`config.mk`:
```
export PLATFORM = sky130hd
export DESIGN_NAME = tsd_ctrl
export DESIGN_NICKNAME = d
export VERILOG_FILES = /design/src/rtl/tsd_pkg.sv /design/src/rtl/tsd_ctrl.sv
export SDC_FILE = /design/constraint.sdc
export NUM_CORES = 1
export LEC_CHECK = 0
export BUFFER_PORTS_ARGS = -buffer_cell sky130_fd_sc_hd__buf_2
export CAP_MARGIN = 40
export CORE_AREA = 10 10 47 49
export DETAILED_ROUTE_END_ITERATION = 8
export DIE_AREA = 0 0 57 59
export PLACE_DENSITY = 0.38
export SLEW_MARGIN = 20
export SYNTH_ARGS = -nofsm -noshare
export SYNTH_HDL_FRONTEND = slang
export SYNTH_SLANG_ARGS = --single-unit
```
`constraint.sdc`:
```
create_clock -name i_clk -period 2.55 [get_ports i_clk]
set_input_delay 0.6375 -clock i_clk [delete_from_list [all_inputs] [get_ports i_clk]]
set_output_delay 0.6375 -clock i_clk [all_outputs]
set_load 0.02 [all_outputs]
```
`src/rtl/tsd_pkg.sv`:
```
package tsd_pkg;

    localparam int DEF_NODE_COUNT    = 1024;
    localparam int DEF_ALPHABET_SIZE = 26;

    // letter index width, enough for an alphabet of up to 32 letters
    localparam int SYM_W = 5;

    localparam logic [7:0] FIRST_LETTER = 8'h61;

    localparam logic [1:0] MODE_INSERT = 2'd0;
    localparam logic [1:0] MODE_EXACT  = 2'd1;
    localparam logic [1:0] MODE_PREFIX = 2'd2;

    localparam logic [1:0] ST_OK      = 2'd0;
    localparam logic [1:0] ST_FULL    = 2'd1;
    localparam logic [1:0] ST_BADCHAR = 2'd2;

    typedef enum logic [2:0] {
        S_CLEAR,
        S_IDLE,
        S_LINK,
        S_MARK,
        S_DONE
    } t_state;

    typedef struct packed {
        logic clear;   // sweep memories, one entry per cycle
        logic accept;  // take the input item, issue the link read
        logic step;    // use the link read: follow, allocate or miss
        logic mark;    // end-mark read or write at the current node
        logic finish;  // load the result, return walk to the root
    } t_cmd;

    typedef struct packed {
        logic clear_done;
        logic in_go;      // input item walks one link
        logic in_last;
        logic item_last;  // registered last flag of the item in work
        logic out_free;
    } t_sts;

endpackage

```
`src/rtl/tsd_ctrl.sv`:
```
module tsd_ctrl
    import tsd_pkg::*;
(
    input  logic i_clk,
    input  logic i_rst_n,
    input  logic i_valid,
    output logic o_ready,
    input  t_sts i_sts,
    output t_cmd o_cmd
);

    t_state r_state;
    t_state n_state;

    always_ff @(posedge i_clk) begin
        if (!i_rst_n) begin
            r_state <= S_CLEAR;
        end else begin
            r_state <= n_state;
        end
    end

    always_comb begin
        n_state = r_state;
        o_cmd   = '0;
        o_ready = 1'b0;
        unique case (r_state)
            S_CLEAR: begin
                o_cmd.clear = 1'b1;
                if (i_sts.clear_done) begin
                    n_state = S_IDLE;
                end
            end
            S_IDLE: begin
                o_ready = 1'b1;
                if (i_valid) begin
                    o_cmd.accept = 1'b1;
                    if (i_sts.in_go) begin
                        n_state = S_LINK;
                    end else if (i_sts.in_last) begin
                        n_state = S_MARK;
                    end
                end
            end
            S_LINK: begin
                o_cmd.step = 1'b1;
                n_state    = i_sts.item_last ? S_MARK : S_IDLE;
            end
            S_MARK: begin
                o_cmd.mark = 1'b1;
                n_state    = S_DONE;
            end
            S_DONE: begin
                if (i_sts.out_free) begin
                    o_cmd.finish = 1'b1;
                    n_state      = S_IDLE;
                end
            end
            default: begin
                n_state = S_CLEAR;
            end
        endcase
    end

endmodule

```
# --- Word level (Yosys, flattened, before mapping) ---
# Index checks and enable logic that the tools add are counted.
totals:
  out_inout_bits: 6
  reg_bits: 3
  inputBits: 8
classes:
  muxes: 15
  reduce_logical: 2
  n_eq_ne: 8
op_table:
  columns: ["cell", "n"]
  rows:
  - ["$mux W3", 5]
  - ["$pmux W3 S5", 1]
  - ["$mux W1", 8]
  - ["$eq A3 B2 Y1 const B", 2]
  - ["$ne A2 B2 Y1 const B", 3]
  - ["$reduce_and A4 Y1", 1]
  - ["$eq A3 B1 Y1 const B", 1]
  - ["$eq A3 B3 Y1 const B", 1]
  - ["$logic_not A3 Y1", 1]
  - ["$ne A3 B3 Y1 const B", 1]
  - ["$mux W2", 1]

# --- Logic depth before layout (Yosys ltp) ---
logic_depth:
  depth_word: 4
  mapped_depth: 4

# --- Worst setup path before layout ---
# Ideal clock, no wire load.
synth_path:
  path_kind: "input-to-output"
  start: "input i_sts[0] (netlist name)"
  end: "output o_cmd[0] (netlist name)"
  arrival_ps: 1187
  path_buffers: 0
  slack_ps: 726
  stages: 2
  cell_sequence: "nand2_1 -> nor3_1"
synth_rtl:
  columns: ["element", "line_no", "rtl"]
  rows:
  - ["start: declaration", "tsd_ctrl.sv:8", "input t_sts i_sts,"]
  - ["end: declaration", "tsd_ctrl.sv:9", "output t_cmd o_cmd"]

==> flow_summary_export.csv <==
group,metric,value,unit
clocking,clk_pin_slew,0.04,ns
setup_path,startpoint_type,"flop",
drt,drt_wl_total,634,um
power,power,0.1729,mW
global_route,grt_max_degree,10,
setup_path,cp.required,1.91,ns
floorplanning,core,1401,um2
timing,report.final.hold_viol_count,0,
finish,nNetsFinal,48,
timing,clock.fmax,541.8,MHz
power,p_leak,0.1310,nW
synthesis,ys_ff_latch,3,
setup_path,crit-reg2reg-launch,"r_state[2]",
synthesis,synth_area,195.2,um2
floorplanning,start_util,0.1393,
setup_path,r2r_cells,3,
clocking,post_cts_resized,0,
finish,regMostFlops,"r_state",
drt,drt_first_pass_iters,2,
global_route,grt_pass1_wl,1076,um
clocking,cts_tree,"built",
global_route,grt_pass1_vias,245,
clocking,numCtsBuffers,3,
timing,finClkSkew,0.002594,ns
synthesis,synth_cells,24,
drt,drtIter0Drc,2,
run,drv_cap,0,
drt,vias_per_cell,4.109,
floorplanning,die_y,59,um
clocking,post-cts-setup-buffers,0,
setup_path,endpoint,"o_cmd[3]",
placement,routabilityCongestion,0.6858,
timing,finalMaxSlewViolations,0,
global_route,antenna_found_initial,0,
synthesis,synth.avg_cell_area,8.133,um2
timing,worst_pin_slew,0.2882,ns
finish,drive_gt1_frac,0.4359,
power,power_per_cell_area,600.8,nW/um2
setup_path,crit_type,"reg2out",
power,peakVddDrop,0.0002600,V
timing,setup_tns,0,ns
setup_path,crit_fanout,8,
synthesis,ys_warn_count,0,
timing,fin_crit_sh,0.7238,
setup_path,worst_setup_path_end_kind,"output port",
finish,area_delta_synth_final,47.44,%
floorplanning,die-area,3363,um2
setup_path,critPathLaunch,"r_state[0]",
finish,top_regs,"r_state: 3 flops",
clocking,htree_levels,1,
floorplanning,die_w,57,um
floorplanning,rows,14,
drt,drc,0,
setup_path,r2r-end,"r_state[0]",
timing,rsz0062_at_grt,"no",
finish,largest_reg_flops,3,
clocking,cts-root-buf,"clkbuf_4",
timing,maxSlewHeadroom,0.8076,
drt,dr_total_vias,226,
clocking,hold_buffers,0,
drt,avgRoutedWirePerCell,11.53,um
timing,layout_min_cycle_time,1.846,ns
synthesis,yosysSeqAreaShare,0.3077,
placement,io_buffers,13,
worst_hold_path,holdCritPathClass,"reg2reg",
setup_path,r2r_setup_slack,1.48,ns
floorplanning,ios,14,
setup_path,cp_data_arrival_time,1.21,ns
status,status,"completed",
global_route,grt_use_total,0.04181,
drt,ant_nets,0,
synthesis,syn_nets,32,
finish,antenna_cells,0,
synthesis,ys_types,16,
global_route,gr-total-overflow,0,
timing,finalSetupViolations,0,
finish,fill_cells,170,
clocking,clk_latency,0.23,ns
clocking,clk_path_buf_depth,2,
clocking,clock_sinks,3,
-- worst max-delay path, stage by stage (launching register included) --
cell and delay (ns):
dfxtp_1 0.46, nand2b_2 0.12, nor2_1 0.11, and2_1 0.13, buf_2 0.15
-- worst min-delay path by stage --
stage,startpoint,cells past startpoint,end
2_1_floorplan,r_state[2],1,r_state[1]
3_3_place_gp,r_state[2],1,r_state[1]
3_5_place_dp,r_state[2],1,r_state[1]
4_1_cts,r_state[2],1,r_state[1]
5_1_grt,r_state[2],1,r_state[1]
6_report,r_state[2],1,r_state[1]
-- cell families (layout without fill, tap and decap cells) --
family / count (synthesis) / after routing / synth area share
flops: 3 / 3 / 0.3077
compound gates: 4 / 4 / 0.1539
simple gates: 14 / 14 / 0.4231
buf+inv: 3 / 18 / 0.1154
-- area by class of cell --
cell class | instances | area, um2 | share of cell area
Clock buffer | 4 | 26.28 | 0.09130
Inverter | 1 | 3.754 | 0.01304
Multi-Input combinational cell | 18 | 112.6 | 0.3913
Sequential cell | 3 | 60.06 | 0.2087
Tap cell | 16 | 20.02 | 0.06957
Timing Repair Buffer | 13 | 65.06 | 0.2261
-- routing by layer --
metal  vias up  global-route usage  wire length (um)
met3         0             0.02575                15
met4         0             0.03020                 0
met1       101             0.04009               262
met2         5             0.06512               356
li1        120                   -                 -
met5         -                   0                 0
-- cell usage in the layout, fill, tap and decap left out --
| cell type | n |
|---|---|
| buf_2 | 13 |
| nor3_1 | 4 |
| nor2_1 | 3 |
| clkbuf_4 | 3 |
| dfxtp_1 | 3 |
| nor4b_1 | 2 |
| inv_1 | 1 |
| nand2b_2 | 1 |
| nand2_1 | 1 |
| and2_1 | 1 |
| o21a_1 | 1 |
| nor4_1 | 1 |
| and3b_1 | 1 |
| a31oi_1 | 1 |
| a211oi_1 | 1 |
| o31a_1 | 1 |
| clkbuf_1 | 1 |
-- per-stage QoR --
stage	cell area (um2)	cells	setup WS, ns	hold WS [ns]	util
final	287.8	55	0.7043	0.5511	0.2054
after global routing	287.8	55	0.5684	0.5914	0.2054
after CTS	287.8	55	0.6824	0.5620	0.2054
after detailed placement	261.5	51	0.7390	0.5558	0.1866
after global placement	261.5	51	0.7558	0.5713	0.1866
after floorplan	195.2	24	0.7258	0.4926	-
-- cell usage after synthesis --
master	n	area share
nor4_1	1	0.032
nor3_1	4	0.10
nor4b_1	2	0.090
nand2_1	1	0.019
nor2_1	3	0.058
nand2b_2	1	0.045
a31oi_1	1	0.032
inv_1	1	0.019
and3b_1	1	0.045
buf_4	1	0.038
a211oi_1	1	0.038
o21a_1	1	0.038
and2_1	1	0.032
dfxtp_1	3	0.31
buf_6	1	0.058
o31a_1	1	0.045
-- report_power, final --
group	internal, mW	switching (mW)	total [mW]
sequential	0.0499	0.00570	0.0556
combinational	0.0150	0.0191	0.0341
clock	0.0586	0.0245	0.0831
Power figures use the tool's default switching activity.
